<file path="src/hw/rtl/wmf_pkg.sv">
package wmf_pkg;

	// Geometry limits
	localparam int MAX_RADIUS  = 3;
	localparam int MAX_WIDTH   = 1024;
	localparam int LAG_MAX     = MAX_RADIUS * MAX_WIDTH + MAX_RADIUS;
	localparam int STORE_DEPTH = 2 * LAG_MAX + 1;
	localparam int PTR_W       = $clog2(STORE_DEPTH);
	localparam int WIN_SIDE    = 2 * MAX_RADIUS + 1;
	localparam int WIN_CELLS   = WIN_SIDE * WIN_SIDE;

	// Field and counter widths
	localparam int PIX_W      = 8;
	localparam int WIDTH_W    = 11;
	localparam int HEIGHT_W   = 16;
	localparam int RADIUS_W   = 2;
	localparam int RAD_W      = $clog2(MAX_RADIUS + 1);
	localparam int COL_W      = $clog2(MAX_WIDTH);
	localparam int PEND_W     = $clog2(LAG_MAX + 2);
	localparam int SUM_W      = PTR_W + 2;
	localparam int GATHER_W   = $clog2(WIN_SIDE);
	localparam int PART_W     = $clog2(WIN_SIDE + 1);
	localparam int CNT_W      = $clog2(WIN_CELLS + 1);
	localparam int CFG_IDX_W  = 2;
	localparam int CFG_DATA_W = 16;

	// Output queue
	localparam int FIFO_DEPTH = 16;
	localparam int FIFO_AW    = $clog2(FIFO_DEPTH);

	// Register reset values
	localparam logic [WIDTH_W-1:0]  WIDTH_RST  = WIDTH_W'(640);
	localparam logic [HEIGHT_W-1:0] HEIGHT_RST = HEIGHT_W'(480);
	localparam logic [RADIUS_W-1:0] RADIUS_RST = RADIUS_W'(1);

	// Input item kinds
	localparam logic MODE_PIXEL = 1'b0;
	localparam logic MODE_FLUSH = 1'b1;

	typedef enum logic [CFG_IDX_W-1:0] {
		CFG_WIDTH  = 2'd0,
		CFG_HEIGHT = 2'd1,
		CFG_RADIUS = 2'd2
	} cfg_idx_t;

	typedef logic [PIX_W-1:0] pix_t;

	// One window column, row dr = -MAX_RADIUS at index 0
	typedef logic [WIN_SIDE-1:0][PIX_W-1:0] col_t;

	// Tag that travels with each output request
	typedef struct packed {
		logic valid;
		logic border;
		logic last;
	} tag_t;

endpackage

</file>
<file path="src/hw/rtl/wmf_cell.sv">
module wmf_cell (
	input  logic          clk,
	input  logic          shift,
	input  wmf_pkg::col_t din,
	output wmf_pkg::col_t q
);

	wmf_pkg::col_t col_q;

	// Take the neighbor's column on each shift
	always_ff @(posedge clk) begin
		if (shift) begin
			col_q <= din;
		end
	end

	assign q = col_q;

endmodule

</file>
<file path="config.mk">
export PLATFORM = sky130hd
export DESIGN_NAME = wmf_cell
export DESIGN_NICKNAME = d
export VERILOG_FILES = /design/src/hw/rtl/wmf_pkg.sv /design/src/hw/rtl/wmf_cell.sv
export SDC_FILE = /design/constraint.sdc
export NUM_CORES = 1
export LEC_CHECK = 0
export BUFFER_PORTS_ARGS = -buffer_cell sky130_fd_sc_hd__buf_4
export CAP_MARGIN = 20
export CORE_MARGIN = 10
export CORE_UTILIZATION = 43
export DETAILED_ROUTE_END_ITERATION = 6
export PLACE_DENSITY_LB_ADDON = 0.3
export SLEW_MARGIN = 20
export SYNTH_ARGS = -nofsm -noshare
export SYNTH_HDL_FRONTEND = slang
export SYNTH_SLANG_ARGS = --single-unit
</file>
<file path="constraint.sdc">
create_clock -name clk -period 0.8 [get_ports clk]
set_input_delay 0.04 -clock clk [delete_from_list [all_inputs] [get_ports clk]]
set_output_delay 0.04 -clock clk [all_outputs]
set_load 0.02 [all_outputs]
</file>
### After elaboration in Yosys (flattened, before gate mapping)

Index checks and enable logic that the tools add are counted.

* register bits: 56
* input bits: 58
* output and inout bits: 56
* word-level logic and storage cells: 7

### Longest topological paths before layout

Gate-level depths: netlist (run 1).

* depth in word-level cells: 0
* gate-level depth with buffers: 0
* mapped depth without buffers: 0

### Worst setup path after synthesis (run 1)

Ideal clock, no wire load.

* path kind: register to output
* from: register col_q (netlist bit q[0])
* to: output q[0] (netlist bit)
* arrival: 0.449 ns
* data required time: 0.760 ns
* path slack: 0.311 ns
* cell stages (with the launch flop): 1
* buffers on the path: 0
* path through: edfxtp_1

RTL lines
* start, declared: RTL line wmf_cell.sv:8 `wmf_pkg::col_t col_q;`
* start signal, assigned: RTL line wmf_cell.sv:13 `col_q <= din;`
* end, declared: RTL line wmf_cell.sv:5 `output wmf_pkg::col_t q`

No word-level cell between the ends.

### Worst setup path in the final report (run 1)

* from: register col_q (netlist bit q[46])
* to: output q[46] (netlist bit)

No word-level cell between the ends.

==> impl_results.md, run 1 <==
* Run status: finished with violations
* Failing checks: negative setup slack
* Synth Net Count at between 100 and 150
* Starting Density at 45.25%
* Netlist cell types at 1
* Met3 Usage GRT at 9.503%
* Part of the cycle the worst path needs at 116.5%
* Hold Vio Cnt, Final at 0
* Switch share at 23.90%
* Routability Congestion at between 0.7 and 0.8
* Largest net degree at the start of global routing at 32
* Yosys top cell area share at 100.0%
* Critical Path Max Stage Delay at between 0.4 and 0.5 ns
* TritonCTS clock tree: done
* Io pins at approximately 110
* Synth top area cells: edfxtp_1 100%
* Synth area leader: edfxtp_1
* Grt met2 use at about two fifths
* Antenna viol nets, final at 0
* Seq/Total Area, Yosys at 100.0%
* Final core occ at approximately 93%
* RSZ-0062 raised after global routing: true
* Syn. warnings at 0
* Worst EP arrival at approximately 0.9 ns
* DRC viols at 0
* Critical path type: reg2out
* Main flop type after synthesis: edfxtp_1
* Final count of negative-setup-slack endpoints at 56
* Hold Path Sink: q[46]$_DFFE_PP_
* Part of the power in registers at between 50% and 60%
* Power Total at roughly 6.3 mW
* Crit path launch type: flip-flop
* Layout cell share with drive strength beyond 1 at about half
* Psw at ~1.5 mW
* CTS H-tree lvls at 2
* Area Overhead vs Synth at 106.3%
* Initial antenna violation count at 0
* Register bit total from synthesis at between 50 and 60
* Worst hold path type: in2reg
* Final setup TNS at -4.833 ns
* Grt peak-use layer: met2
* Drt first pass iters at 4
* Clock share of power at 21.7%
* Worst-path clk slew at 0.10 ns
* Fin. max-slew vios at 0
* Post-Syn Area per Cell at about 30 sq um
* Max Cap Viol at 0
* Post-CTS Setup Bufs at 0
* Root Driver: clkbuf_8
* Count leader, synth: edfxtp_1
* Pleak at 1.449 nW
* Met1 GRT Util at roughly a fifth
* WL/cell at approximately 24 microns
* Largest register FFs at 56
* Number of synthesized flops with an enable pin at 56
* Placed Cells at 219
* Die height at roughly 83 microns
* Crit end category: output pin
* Maximum fanout along the worst path at 1
* Multi-input gates at 0
* Nets at a little under 300
* Top delay family on crit path: flip-flops
* Hold path start: shift
* Grt total ovfl at 0
* P_int at around 4.8 mW
* Worst slew pin tran at ~0.17 ns
* Num rows at 22
* Post-synth ARST share at 0%
* Slowest cell on the critical path: edfxtp_1
* Final worst slack at -0.1324 ns
* Worst vdd rail ir drop at approximately 1.5 mV
* Final non-filler cell total at 280
* Global-route wire length before repair at between 9 and 10 mm
* IO buf count at 113
* CTS Buf Count at 5
* Via count at 1308
* Cells along the critical path: buf_6
* Die X at approximately 83 microns
* Antenna cells at 0
* Fmax at 1073 MHz
* CTS sink cnt at between 50 and 60
* Crit path buffers/inverters at 1
* Final WL at 6.842 mm
* Number of global-route vias before repair at about 1500
* Post-layout minimum cycle time at roughly 0.93 ns
* WHS at roughly 0.17 ns
* Clock Tree Buf Depth at 2
* Comb pwr share at between 20% and 30%
* Hold Path Depth at 2
* Iteration-0 DRC count of the detailed router at 73
* Top cells by count, synth: 56 x edfxtp_1
* Post-synthesis cell count at between 50 and 60
* Cell Area, Synth at about 1700 sq um
* Area of the multi-input gates at 0 sq um
* Die Area at ~7000 sq um
* Vias per cell at 4.671
* Overall Global Routing Usage at around a fifth
* Core area at ~3700 sq um
* Crit path required time at ~0.76 ns
* PD cells at 1829 nW/um^2
* Worst rel slew slack at 88.81%
metrics by stage:
step / instance area (sq um) / setup WS [ns]
2_1_floorplan: 1682 / 0.3105
3_3_place_gp: 2630 / 0.1394
3_5_place_dp: 2630 / 0.1320
4_1_cts: 3470 / -0.1044
5_1_grt: 3470 / -0.1517
6_report: 3470 / -0.1324
cell families (layout without fill, tap and decap cells):
kind of cell,Yosys count,in the layout,synth area share [%]
buffers and inverters,0,176,0
DFF,56,56,100.0
cell usage in the layout, fill, tap and decap left out:
master and n:
edfxtp_1 56, buf_6 56, buf_12 2, dlygate4sd3_1 56, buf_4 57, clkbuf_8 5
cell type report:
type / count / area [sq um]
Tap cell: 48 / 60.06
Clock buffer: 5 / 68.82
Sequential cell: 56 / 1682
Fill cell: 97 / 246.5
Timing Repair Buffer: 171 / 1659
worst max-delay path by stage:
| stage | to | cells past startpoint | slack [ns] | start |
|---|---|---|---|---|
| 2_1_floorplan | q[0] | 0 | 0.31 | q[0]$_DFFE_PP_ |
| 3_3_place_gp | q[42]$_DFFE_PP_ | 2 | 0.14 | shift |
| 3_5_place_dp | q[52]$_DFFE_PP_ | 2 | 0.13 | shift |
| 4_1_cts | q[14] | 1 | -0.10 | q[14]$_DFFE_PP_ |
| 5_1_grt | q[6] | 1 | -0.15 | q[6]$_DFFE_PP_ |
| 6_report | q[46] | 1 | -0.13 | q[46]$_DFFE_PP_ |
layer usage:
metal,vias up,wire [microns]
li1,576,-
met1,639,2342
met2,87,3651
met3,6,782
met4,0,66
met5,-,0
repair_timing:
item                                    4_1_cts  5_1_grt
endpoints found under the setup margin       56       56
resized for setup                            56        0
endpoints found under the hold margin        56        0
gates cloned                                  0        0
hold buffers                                 56        0
power by group through the flow:
| stage | Combinational [mW] | Sequential (mW) | Clock [mW] |
|---|---|---|---|
| global route | 1.41 | 3.64 | 1.49 |
| CTS | 1.32 | 3.60 | 1.35 |
| finish | 1.35 | 3.62 | 1.38 |
| detailed placement | 0.959 | 3.62 | 0 |
| floorplan | 0 | 3.92 | 0 |
| global placement | 0.940 | 3.60 | 0 |
Note: power is estimated with default switching activity, not from simulation.
==> run 2: changes to the inputs <==
Settings changed: CTS_CLUSTER_SIZE set to 14, PLACE_DENSITY set to 0.82, PLACE_DENSITY_LB_ADDON 0.3 to not set.
==> impl_results.md, run 2 (synthesis gave the netlist of run 1 again) <==
* Run status: finished with violations
* Failing checks: negative setup slack
* Die Area at 6812 sq um (unchanged)
* Antenna viol nets, final at 0 (unchanged)
* Worst EP arrival at 0.93 ns (+0.04 ns)
* DRC viols at 0 (unchanged)
* Die X at 82.54 microns (unchanged)
* Global-route wire length before repair at 9.494 mm (-4.4%)
* Worst slew pin tran at 0.1741 ns (+0.006164 ns)
* Grt total ovfl at 0 (unchanged)
* Crit path required time at 0.76 ns (about the same)
* IO buf count at 113 (unchanged)
* Worst-path clk slew at 0.10 ns (about the same)
* WL/cell at 28.85 microns (+18%)
* Hold Vio Cnt, Final at 0 (unchanged)
* Io pins at 114 (unchanged)
* Final WL at 8.221 mm (+20%)
* Core area at 3716 sq um (unchanged)
* Crit end category: output pin
* Crit path buffers/inverters at 1 (unchanged)
* Area Overhead vs Synth at 107.4%
* Num rows at 22 (unchanged)
* Met3 Usage GRT at 6.479% (-3.0 points)
* Final core occ at 93.87% (+0.51 points)
* Grt peak-use layer: met2
* Via count at 1370 (+4.7%)
* Final count of negative-setup-slack endpoints at 56 (unchanged)
* Final setup TNS at -6.440 ns (-1.607 ns)
* Post-route design area at 3488 sq um (+0.54%)
* Worst vdd rail ir drop at 1.690 mV (+14%)
* Number of global-route vias before repair at 1552 (+1.1%)
* Critical path type: reg2out
* Maximum fanout along the worst path at 1 (unchanged)
* Iteration-0 DRC count of the detailed router at 186 (+150%)
* WHS at 0.1724 ns (+0.0007920 ns)
* Crit path launch type: flip-flop
* Fmax at 1028 MHz (-4.2%)
* Final non-filler cell total at 285 (+1.8%)
* Vias per cell at 4.807 (+2.9%)
* CTS sink cnt at 56 (unchanged)
* Overall Global Routing Usage at 19.42% (-1.3 points)
* Fin. max-slew vios at 0 (unchanged)
* Critical Path Max Stage Delay at 0.46 ns (+0.02 ns)
* Setup slack at placement at 0.1216 ns (-0.01043 ns)
* CTS H-tree lvls at 2 (unchanged)
* PD cells at 1883 nW/um^2 (+2.9%)
* Met1 GRT Util at 21.38% (+0.51 points)
* Starting Density at 45.25% (unchanged)
* Multi-input gates at 0 (unchanged)
* Drt first pass iters at 4 (unchanged)
* Placed Cells at 219 (unchanged)
* Initial antenna violation count at 2 (+2)
* Post-layout minimum cycle time at 0.9732 ns (+0.04080 ns)
* Commonest non-fill, non-tap cell in the layout: buf_4
* RSZ-0062 raised after global routing: true
* Root Driver: clkbuf_8
* Worst hold path type: in2reg
* Routability Congestion at 0.7024 (-3.3%)
* TritonCTS clock tree: done
* Grt met2 use at 36.08% (-2.0 points)
* Highest-count cells in the layout ignoring fill and taps: 57 x buf_4, 56 x dlygate4sd3_1, 56 x buf_6, 56 x edfxtp_1, 5 x clkbuf_8
* Clock Tree Buf Depth at 2 (unchanged)
* Top delay family on crit path: flip-flops
* Cells along the critical path: buf_6
* Part of the cycle the worst path needs at 121.6% (+5.1 points)
* Die height at 82.54 microns (unchanged)
* Layout cell share with drive strength beyond 1 at 51.91% (+0.19 points)
* Nets at 292 (unchanged)
* Worst rel slew slack at 88.39% (-0.41 points)
* Power Total at 6.568 mW (+3.5%)
* Fill cells at 83 (-14%)
* Slowest cell on the critical path: edfxtp_1
* Largest register FFs at 56 (unchanged)
* Largest net degree at the start of global routing at 33 (+3.1%)
* Area post-placement at 2630 sq um (unchanged)
* CTS Buf Count at 5 (unchanged)
* Area of the multi-input gates at 0 sq um (unchanged)
* Final worst slack at -0.1732 ns (-0.04080 ns)
* Max Cap Viol at 0 (unchanged)
* Pleak at 1.459 nW (+0.65%)
## run 2: changes by cell type in the layout (fill, tap and decap cells not counted), sizes merged
cell and change:
clkinv +3, diode +2
## run 2: cell type report
class,instances,area [sq um],area share [%]
timing repair buffer,171,1659,47.56
clock inverter,3,13.76,0.3945
antenna,2,5.005,0.1435
tap,48,60.06,1.722
clock buffer,5,68.82,1.973
sequential,56,1682,48.21
## run 2: layer usage
layer  routed length, microns  part of all wire [%]
met1                     2816                    34
met3                      858                    10
met5                        0                     0
met2                     4374                    53
met4                      171                   2.1
## run 2: path summary, 6_finish.rpt
kind,slack (ns),from,end,depth (start not counted)
worst max-delay path,-0.17,q[8]$_DFFE_PP_,q[8],1
worst min-delay path,0.17,shift,q[26]$_DFFE_PP_,2
## run 2: repair_timing
item / CTS / global route
pin swaps: 0 / 0
hold buffers: 56 / 0
endpoints found under the hold margin: 56 / 0
setup buffers: 0 / 0
resized for setup: 53 / 3
endpoints found under the setup margin: 56 / 56
## run 2: power by group
| group | switching [mW] | internal (mW) |
|---|---|---|
| logic | 0.611 | 0.772 |
| registers | 0.148 | 3.49 |
| clock network | 0.944 | 0.599 |
| total | 1.70 | 4.86 |
