$ cat src/hw/rtl/wmf_ram.sv
module wmf_ram #(
	parameter int WIDTH = 8,
	parameter int DEPTH = 16,
	localparam int AW = $clog2(DEPTH)
) (
	input  logic             clk,
	input  logic             we,
	input  logic [AW-1:0]    waddr,
	input  logic [WIDTH-1:0] wdata,
	input  logic             re,
	input  logic [AW-1:0]    raddr,
	output logic [WIDTH-1:0] rdata
);

	logic [WIDTH-1:0] mem [DEPTH];
	logic [WIDTH-1:0] rdata_q;

	// Write port, registered read port returning the old word on a collision
	always_ff @(posedge clk) begin
		if (we) begin
			mem[waddr] <= wdata;
		end
		if (re) begin
			rdata_q <= mem[raddr];
		end
	end

	assign rdata = rdata_q;

endmodule

$ cat config.mk
export PLATFORM = sky130hd
export DESIGN_NAME = wmf_ram
export DESIGN_NICKNAME = d
export VERILOG_FILES = /design/src/hw/rtl/wmf_ram.sv
export SDC_FILE = /design/constraint.sdc
export NUM_CORES = 1
export LEC_CHECK = 0
export BUFFER_PORTS_ARGS = -buffer_cell sky130_fd_sc_hd__buf_4
export CORE_ASPECT_RATIO = 1.4
export CORE_MARGIN = 2
export CORE_UTILIZATION = 54
export DETAILED_ROUTE_END_ITERATION = 16
export GPL_ROUTABILITY_DRIVEN = 0
export GPL_TIMING_DRIVEN = 0
export PLACE_DENSITY_LB_ADDON = 0.15
export SYNTH_ARGS = -nofsm -noshare
export SYNTH_HDL_FRONTEND = slang
export SYNTH_SLANG_ARGS = --single-unit
$ cat constraint.sdc
create_clock -name clk -period 1.8 [get_ports clk]
set_input_delay 0.18 -clock clk [delete_from_list [all_inputs] [get_ports clk]]
set_output_delay 0.18 -clock clk [all_outputs]
set_load 0.005 [all_outputs]
# After elaboration in Yosys (flattened, before gate mapping)

Memories as Yosys holds them, arrays and structs flattened. A register that Yosys moved wholly into a read port is not among the register bits.
Index checks and enable logic that the tools add are counted.

Mux-type cells: 2

Operators by type and width:

| cell    | count |
|---|---|
| $mux W1 | 2 |

Output and inout port bits: 8
RAM bits: 128
Word-level logic and storage cells: 3
Bits of input ports: 19
Memories: 1
Register bits: 0

Memories:

| name | words | width | rd ports | clocked after Yosys merged registers in | wr ports | RTL line | RTL |
|---|---|---|---|---|---|---|---|
| mem  | 16    | 8     | 1        | 1                                       | 1        | 15       | `logic [WIDTH-1:0] mem [DEPTH];` |

# Depth between registers and ports, before layout

Gate-level depths: netlist (run 1).

Depth after elaboration: 2
Depth in mapped cells: 5
Depth with buffers taken out: 3

# Worst setup path after synthesis (run 1)

Ideal clock, no wire load.

Path kind: input -> register
From: in waddr[2]
To: mem mem[0][0], enable pin
Setup time: 383 ps
Arrival time: 1,290 ps
Stages on the path: 2
Required time: 1,417 ps
Setup slack: 127 ps
Cells stage by stage: or3b_2 > nor3_1

RTL lines:

| item        | RTL line | RTL |
|---|---|---|
| from (decl) | 8        | `input logic [AW-1:0] waddr,` |
| to (decl)   | 15       |  |

No word-level cell before the write port.

==> flow_summary.rst, run 1 <==
.. list-table::
   :header-rows: 1

   * - Metric
     - Value
   * - Max Buffers Root-to-Sink
     - 2
   * - RR Startpoint
     - mem[3][1]
   * - Count of H-tree levels built during CTS
     - 4
   * - Endpoint of the worst register-to-register path
     - rdata[1]
   * - Number of filler instances in the final layout
     - 656
   * - Hold path start
     - re
   * - Area share of the largest cell type after synthesis
     - 78.1%
   * - Data required time of the critical path
     - 1950 ps
   * - Setup violations, final
     - 0
   * - Max-slew violation count
     - 0
   * - Ratio of final minimum period to clock period
     - 88.2%
   * - Most frequent cells in the layout
     - edfxtp_1 (136), buf_4 (26), mux4_2 (18)
   * - Layout area overhead
     - 15.4%
   * - Starting DRT DRC Count
     - 192
   * - Wire length of the first global-routing pass
     - 14900 um
   * - Overall die width
     - 87.2 um
   * - Post-Syn Instances
     - 229
   * - TritonCTS Buffers
     - 17
   * - Post-CTS Setup Bufs
     - 0
   * - Endpoint with the worst hold slack
     - rdata[4]
   * - Root cell of the clock tree
     - clkbuf_16
   * - Multi-input combinational cell area
     - 1060 sq um
   * - Sum Neg Setup Slack
     - 0 ps
   * - Via count of the first global-routing pass
     - 2493
   * - Number of flip-flops and latches in the synthesized netlist
     - 136
   * - Clock tree skew after final layout
     - 5.41 ps
   * - Largest stage delay, worst path
     - 540 ps
   * - Slew Limit Headroom
     - 13.7%
   * - Net switching power figure
     - 0.00135 W
   * - Arrival time worst endpoint
     - 1740 ps
   * - Crit. path cell count
     - 3
   * - Initial core utilization
     - 55.3%
   * - Type of element launching the critical path
     - flop
   * - Worst Setup End Kind
     - flop
   * - Placeable core area
     - 9460 sq um
   * - Power, Total
     - 0.00677 W
   * - Sequential-to-total area share from yosys stat
     - 78.1%
   * - Standard cell with the maximum stage delay on the critical path
     - mux4_1
   * - Share of cells above drive strength 1
     - 26.9%
   * - Post-synthesis average cell area
     - 22.8 sq um
   * - Register Area
     - 4080 sq um
   * - Number of cells on the worst reg-to-reg path
     - 3
   * - Final Critical Period
     - 1590 ps
   * - Antenna violations before repair
     - 0
   * - Number of synthesis warnings
     - 0
   * - Number of buffer and inverter stages on the critical path
     - 0
   * - Worst skew pair latency
     - 410 ps
   * - Cell type with the highest aggregate area in the netlist
     - edfxtp_1
   * - Transition time of the tightest slew-check pin
     - 1280 ps
   * - Power density cells
     - 1120 nW/um^2
   * - Number of distinct standard cells referenced by the synthesized netlist
     - 18
   * - Final-report hold violation count
     - 0
   * - Critical path peak fanout
     - 1
   * - Num ports
     - 27
   * - Net count after synthesis
     - 248
   * - Setup repair after global routing missed its margin
     - no
   * - Kind of cell adding the most delay to the critical path
     - multiplexers
   * - Sum of overflow across all layers after global routing
     - 0
   * - Placed wire-length estimate
     - 6090 um
   * - Number of stages on the worst hold path
     - 1
   * - Post-synthesis instance area
     - 5230 sq um
   * - Final hold slack
     - 53.3 ps
   * - DRC violations left
     - 0
   * - Maximum number of pins on one net before global-route repair
     - 17
   * - Post-CTS Hold Fix Bufs
     - 0
   * - Part of the power in registers
     - 53.0%
   * - Cell Count, Final, Fillers Out
     - 393
   * - Sw Share
     - 19.9%
   * - Critical path class
     - flop to flop
   * - Count of antenna diodes in the layout
     - 0
   * - Global-route usage over all layers
     - 21.1%
   * - Outcome
     - finished clean
   * - Achievable Freq
     - 630 MHz
   * - DIE AREA
     - 10500 sq um
   * - Peak supply drop
     - 0.755 mV
   * - Most frequent standard cell in the layout excluding fill and tap cells
     - edfxtp_1
   * - Combinational share of power
     - 5.2%
   * - Max-Cap Viols
     - 0
   * - Post-cts resize count
     - 1
   * - Per-cell routed wire length
     - 25.0 um
   * - Clk sink count
     - 136
   * - Setup Slack @ Placement
     - -449 ps
   * - Cell count after placement
     - 364
   * - Hold Path Class
     - input pin to flop
   * - Cell row count
     - 42
   * - Total leakage power
     - 2.01 nW
   * - Clk pwr share
     - 41.8%
   * - Clock-pin slew on the worst setup and hold paths
     - 50 ps
   * - Total routed wirelength
     - 9830 um
   * - Post-layout worst setup margin
     - 213 ps
   * - Clock tree from TritonCTS
     - done
   * - Die extent in y
     - 120 um
   * - Router iterations before antenna repair
     - 4
   * - Power Internal
     - 0.00543 W
   * - DRT antenna net count
     - 0
   * - Number of vias after detailed routing
     - 2430
   * - Via-per-instance ratio
     - 6.18
   * - Cells taking the most area after synthesis
     - edfxtp_1 (78%), mux4_2 (7.8%), mux4_1 (7.0%)
   * - Number of nets in the finished design
     - 292
   * - Worst reg2reg setup slack
     - 210 ps
   * - CP cell instances
     - mux4_1, a22oi_1, nand2_1
   * - Count of input and output buffers
     - 25
power groups by stage:
stage          Combinational [W]  Sequential, W  Clock (W)
3_5_place_dp            0.000355        0.00365          0
4_1_cts                 0.000357        0.00359    0.00287
6_report                0.000352        0.00359    0.00283
2_1_floorplan           0.000180        0.00365          0
5_1_grt                 0.000381        0.00359    0.00300
3_3_place_gp            0.000348        0.00365          0
layer usage:
| metal | vias up | share of wire (%) | GRT usage, % |
|---|---|---|---|
| met1 | 1258 | 40 | 27.4 |
| met4 | 0 | 1.9 | 7.88 |
| met3 | 15 | 6.6 | 6.76 |
| met2 | 93 | 52 | 33.6 |
| li1 | 1064 | - | - |
| met5 | - | 0 | 0 |
logic make-up (layout without fill, tap and decap cells):
logic type      Yosys count  count (layout)  synth area share, %
compound gates           16              16                 2.30
buf+inv                  10              64                 1.65
simple gates             35              35                 3.14
mux                      32              32                 14.8
flops                   136             136                 78.1
synth_stat cells:
library cell	number
nor2_1	13
nand2b_1	2
and2_1	1
a22oi_1	16
buf_6	3
and2b_1	1
buf_4	1
nor3_1	4
nand3b_1	2
nor2b_1	1
nand2_1	9
mux4_1	14
or3b_2	1
nand3_1	1
edfxtp_1	136
clkdlybuf4s25_2	3
mux4_2	18
buf_2	3
metrics by stage:
step / util, % / instance area, sq um
finish: 63.8 / 6030
detailed placement: 58.7 / 5550
CTS: 63.8 / 6030
floorplan: - / 5230
global route: 63.8 / 6030
global placement: 58.7 / 5550
area by class of cell:
class / instances / area share [%]
Timing Repair Buffer: 25 / 3.11
Sequential cell: 136 / 67.7
Tap cell: 110 / 2.28
Buffer: 10 / 1.43
Clock inverter: 8 / 0.581
Clock buffer: 21 / 7.30
Multi-Input combinational cell: 83 / 17.6
flip-flops by register name (all words and copies together) (netlist names):
register / flops
mem: 128
rdata: 8
worst max path at each step:
stage	end	slack, ps	from
6_report	rdata[1]	210	mem[3][1]
5_1_grt	rdata[0]	170	mem[1][0]
4_1_cts	rdata[1]	210	mem[1][1]
3_5_place_dp	mem[0][2]	-450	waddr[2]
3_3_place_gp	mem[0][1]	-450	waddr[2]
2_1_floorplan	mem[0][0]	130	waddr[2]
Power figures use the tool's default switching activity.
==> run 2: changes to the inputs <==
--- a/config.mk
+++ b/config.mk
@@ -5,10 +5,11 @@
 export SDC_FILE = /design/constraint.sdc
 export NUM_CORES = 1
 export LEC_CHECK = 0
+export ABC_AREA = 1
 export BUFFER_PORTS_ARGS = -buffer_cell sky130_fd_sc_hd__buf_4
 export CORE_ASPECT_RATIO = 1.4
 export CORE_MARGIN = 2
-export CORE_UTILIZATION = 54
+export CORE_UTILIZATION = 55
 export DETAILED_ROUTE_END_ITERATION = 16
 export GPL_ROUTABILITY_DRIVEN = 0
 export GPL_TIMING_DRIVEN = 0
==> run 2 against run 1 <==
Via count increased by 62%. Setup slack improved by 370 ps. Power increased by 3.0%. Critical endpoint is now mem[9][3]. Largest cell class unchanged.
==> flow_summary.rst, run 2 <==
.. list-table::
   :header-rows: 1

   * - Metric
     - Value
   * - Total routed wirelength
     - 13100 um (was 9830 um)
   * - Peak supply drop
     - 0.753 mV (was 0.755 mV)
   * - Layout area overhead
     - 14.4% (was 15.4%)
   * - Max Buffers Root-to-Sink
     - 2 (unchanged)
   * - Achievable Freq
     - 820 MHz (was 630 MHz)
   * - Number of nets in the finished design
     - 612 (was 292)
   * - Post-Syn Instances
     - 551 (was 229)
   * - Hold Path Class
     - input pin to flop (unchanged)
   * - Arrival time worst endpoint
     - 1260 ps (was 1740 ps)
   * - Most frequent standard cell in the layout excluding fill and tap cells
     - nand2_1 (was edfxtp_1)
   * - Endpoint with the worst hold slack
     - rdata[5] (was rdata[4])
   * - Wire length of the first global-routing pass
     - 20300 um (was 14900 um)
   * - Critical path peak fanout
     - 8 (was 1)
   * - Post-CTS Hold Fix Bufs
     - 0 (unchanged)
   * - Via-per-instance ratio
     - 5.30 (was 6.18)
   * - Clock-pin slew on the worst setup and hold paths
     - 50 ps (about the same)
   * - Max-slew violation count
     - 0 (unchanged)
   * - Cell type with the highest aggregate area in the netlist
     - edfxtp_1 (unchanged)
   * - Cells taking the most area after synthesis
     - edfxtp_1 (70%), nand2_1 (11%), nand3_1 (8.3%) (was edfxtp_1 (78%), mux4_2 (7.8%), mux4_1 (7.0%))
   * - DRT antenna net count
     - 0 (unchanged)
   * - Final core area utilization
     - 64.6% (was 63.8%)
   * - Data required time of the critical path
     - 1840 ps (was 1950 ps)
   * - Post-cts resize count
     - 0 (was 1)
   * - Via count of the first global-routing pass
     - 3747 (was 2493)
   * - Post-layout worst setup margin
     - 580 ps (was 213 ps)
   * - Overall die width
     - 91.1 um (was 87.2 um)
   * - Clock tree skew after final layout
     - 3.71 ps (was 5.41 ps)
   * - Setup repair after global routing missed its margin
     - no (unchanged)
   * - TritonCTS Buffers
     - 17 (unchanged)
   * - Worst reg2reg setup slack
     - 640 ps (was 210 ps)
   * - Type of element launching the critical path
     - input pin (was flop)
   * - Number of flip-flops and latches in the synthesized netlist
     - 136 (unchanged)
   * - Transition time of the tightest slew-check pin
     - 879 ps (was 1280 ps)
   * - Sum of overflow across all layers after global routing
     - 0 (unchanged)
   * - Area share of the largest cell type after synthesis
     - 69.8% (was 78.1%)
   * - Count of input and output buffers
     - 23 (was 25)
   * - Placed wire-length estimate
     - 8740 um (was 6090 um)
   * - Most frequent cells in the layout
     - nand2_1 (173), edfxtp_1 (136), inv_1 (100) (was edfxtp_1 (136), buf_4 (26), mux4_2 (18))
   * - Cell row count
     - 44 (was 42)
   * - Number of vias after detailed routing
     - 3945 (was 2430)
   * - Outcome
     - finished clean (unchanged)
   * - Synth async-reset ratio
     - 0% (unchanged)
   * - Antenna violations before repair
     - 0 (unchanged)
   * - Number of synthesized flops with an enable pin
     - 136 (unchanged)
   * - Worst skew pair latency
     - 420 ps (was 410 ps)
   * - Number of synthesis warnings
     - 0 (unchanged)
   * - Router iterations before antenna repair
     - 5 (was 4)
   * - Number of flip-flops under the largest register name
     - 128 (unchanged)
   * - Count of H-tree levels built during CTS
     - 4 (unchanged)
   * - Maximum number of pins on one net before global-route repair
     - 17 (unchanged)
   * - Setup violations, final
     - 0 (unchanged)
   * - Sequential-to-total area share from yosys stat
     - 69.8% (was 78.1%)
   * - Post-synthesis average cell area
     - 10.6 sq um (was 22.8 sq um)
   * - Largest reg by FF count
     - mem (unchanged)
   * - Die extent in y
     - 126 um (was 120 um)
   * - Clock tree from TritonCTS
     - done (unchanged)
   * - Clk sink count
     - 136 (unchanged)
   * - RR Startpoint
     - mem[2][2] (was mem[3][1])
   * - Commonest cells in the netlist
     - nand2_1 (173), edfxtp_1 (136), inv_1 (100) (was edfxtp_1 (136), mux4_2 (18), a22oi_1 (16))
   * - Global-route usage over all layers
     - 24.3% (was 21.1%)
   * - Post-synthesis instance area
     - 5850 sq um (was 5230 sq um)
   * - Net count after synthesis
     - 570 (was 248)
   * - Number of cells on the worst reg-to-reg path
     - 6 (was 3)
   * - Slew Limit Headroom
     - 41.2% (was 13.7%)
   * - Final Critical Period
     - 1220 ps (was 1590 ps)
   * - Root cell of the clock tree
     - clkbuf_16 (unchanged)
   * - Setup Slack @ Placement
     - 187 ps (was -449 ps)
   * - Endpoint of the worst register-to-register path
     - rdata[2] (was rdata[1])
   * - Critical path class
     - input pin to flop (was flop to flop)
   * - Top flip-flop cell by instance count after synthesis
     - edfxtp_1 (unchanged)
   * - Sum Neg Setup Slack
     - 0 ps (unchanged)
   * - Number of distinct standard cells referenced by the synthesized netlist
     - 11 (was 18)
   * - Num ports
     - 27 (unchanged)
   * - Worst Setup End Kind
     - flop (unchanged)
   * - Count of antenna diodes in the layout
     - 0 (unchanged)
   * - Initial core utilization
     - 56.5% (was 55.3%)
   * - Number of filler instances in the final layout
     - 831 (was 656)
   * - Hold path start
     - re (unchanged)
   * - Total leakage power
     - 2.88 nW (was 2.01 nW)
   * - Placeable core area
     - 10300 sq um (was 9460 sq um)
   * - Power density cells
     - 1040 nW/um^2 (was 1120 nW/um^2)
   * - DRC violations left
     - 0 (unchanged)
   * - Max-Cap Viols
     - 0 (unchanged)
   * - Share of cells above drive strength 1
     - 11.9% (was 26.9%)
   * - Post-CTS Setup Bufs
     - 0 (unchanged)
   * - Final-report hold violation count
     - 0 (unchanged)
   * - Per-cell routed wire length
     - 17.7 um (was 25.0 um)
   * - DIE AREA
     - 11500 sq um (was 10500 sq um)
   * - Number of stages on the worst hold path
     - 1 (unchanged)
   * - Starting DRT DRC Count
     - 403 (was 192)
   * - Ratio of final minimum period to clock period
     - 67.8% (was 88.2%)
   * - Most frequent cell after synthesis
     - nand2_1 (was edfxtp_1)
-- run 2: through the flow --
stage | total power (W) | hold slack [ps] | std cells | cell area (sq um)
after floorplan | 0.00390 | 279 | 551 | 5850
after global placement | 0.00410 | 456 | 712 | 6190
after detailed placement | 0.00411 | 459 | 712 | 6190
after CTS | 0.00699 | 29.1 | 744 | 6690
after global routing | 0.00717 | 42.3 | 744 | 6690
final | 0.00698 | 35.4 | 744 | 6690
-- run 2: logic make-up after synthesis --
| group | after synthesis | share of synthesized area [%] |
|---|---|---|
| and+or+nand+nor | 289 | 20.8 |
| DFF | 136 | 69.8 |
| buffers and inverters | 126 | 9.39 |
-- run 2: worst max-delay path by stage --
stage | cells after the start | end | slack (ps) | startpoint
2_1_floorplan | 2 | mem[10][0] | 670 | waddr[2]
3_3_place_gp | 3 | mem[4][1] | 240 | waddr[3]
3_5_place_dp | 3 | mem[9][3] | 190 | waddr[2]
4_1_cts | 3 | mem[9][3] | 600 | waddr[2]
5_1_grt | 4 | mem[13][0] | 540 | waddr[1]
6_report | 3 | mem[9][3] | 580 | waddr[2]
-- run 2: routing by layer --
metal	up-vias	global-route usage (%)	part of all wire [%]
met1	1845	32.4	42
met4	0	10.3	2.9
met3	23	5.80	7.4
met5	-	0	0
li1	1868	-	-
met2	209	38.4	48
-- run 2: cell type report --
class,count,area (sq um),share of cell area (%)
multi-input cells,289,1210,18.1
inverters,102,383,5.72
clock inverters,12,61.3,0.916
repair buffers,23,173,2.58
clock buffers,20,437,6.53
plain buffers,24,166,2.49
well taps,138,173,2.58
flip-flops and latches,136,4080,61.0
-- run 2: worst max-delay path: stages --
cell	delay (ps)
buf_4	120
nand3b_1	260
nor2_1	700
-- run 2: power by group --
| group | leakage [nW] | internal, W | switching, W |
|---|---|---|---|
| clock | 0.237 | 0.00172 | 0.00121 |
| combinational | 1.41 | 0.000150 | 0.000314 |
| sequential | 1.24 | 0.00357 | 0.0000171 |
| total | 2.88 | 0.00544 | 0.00154 |
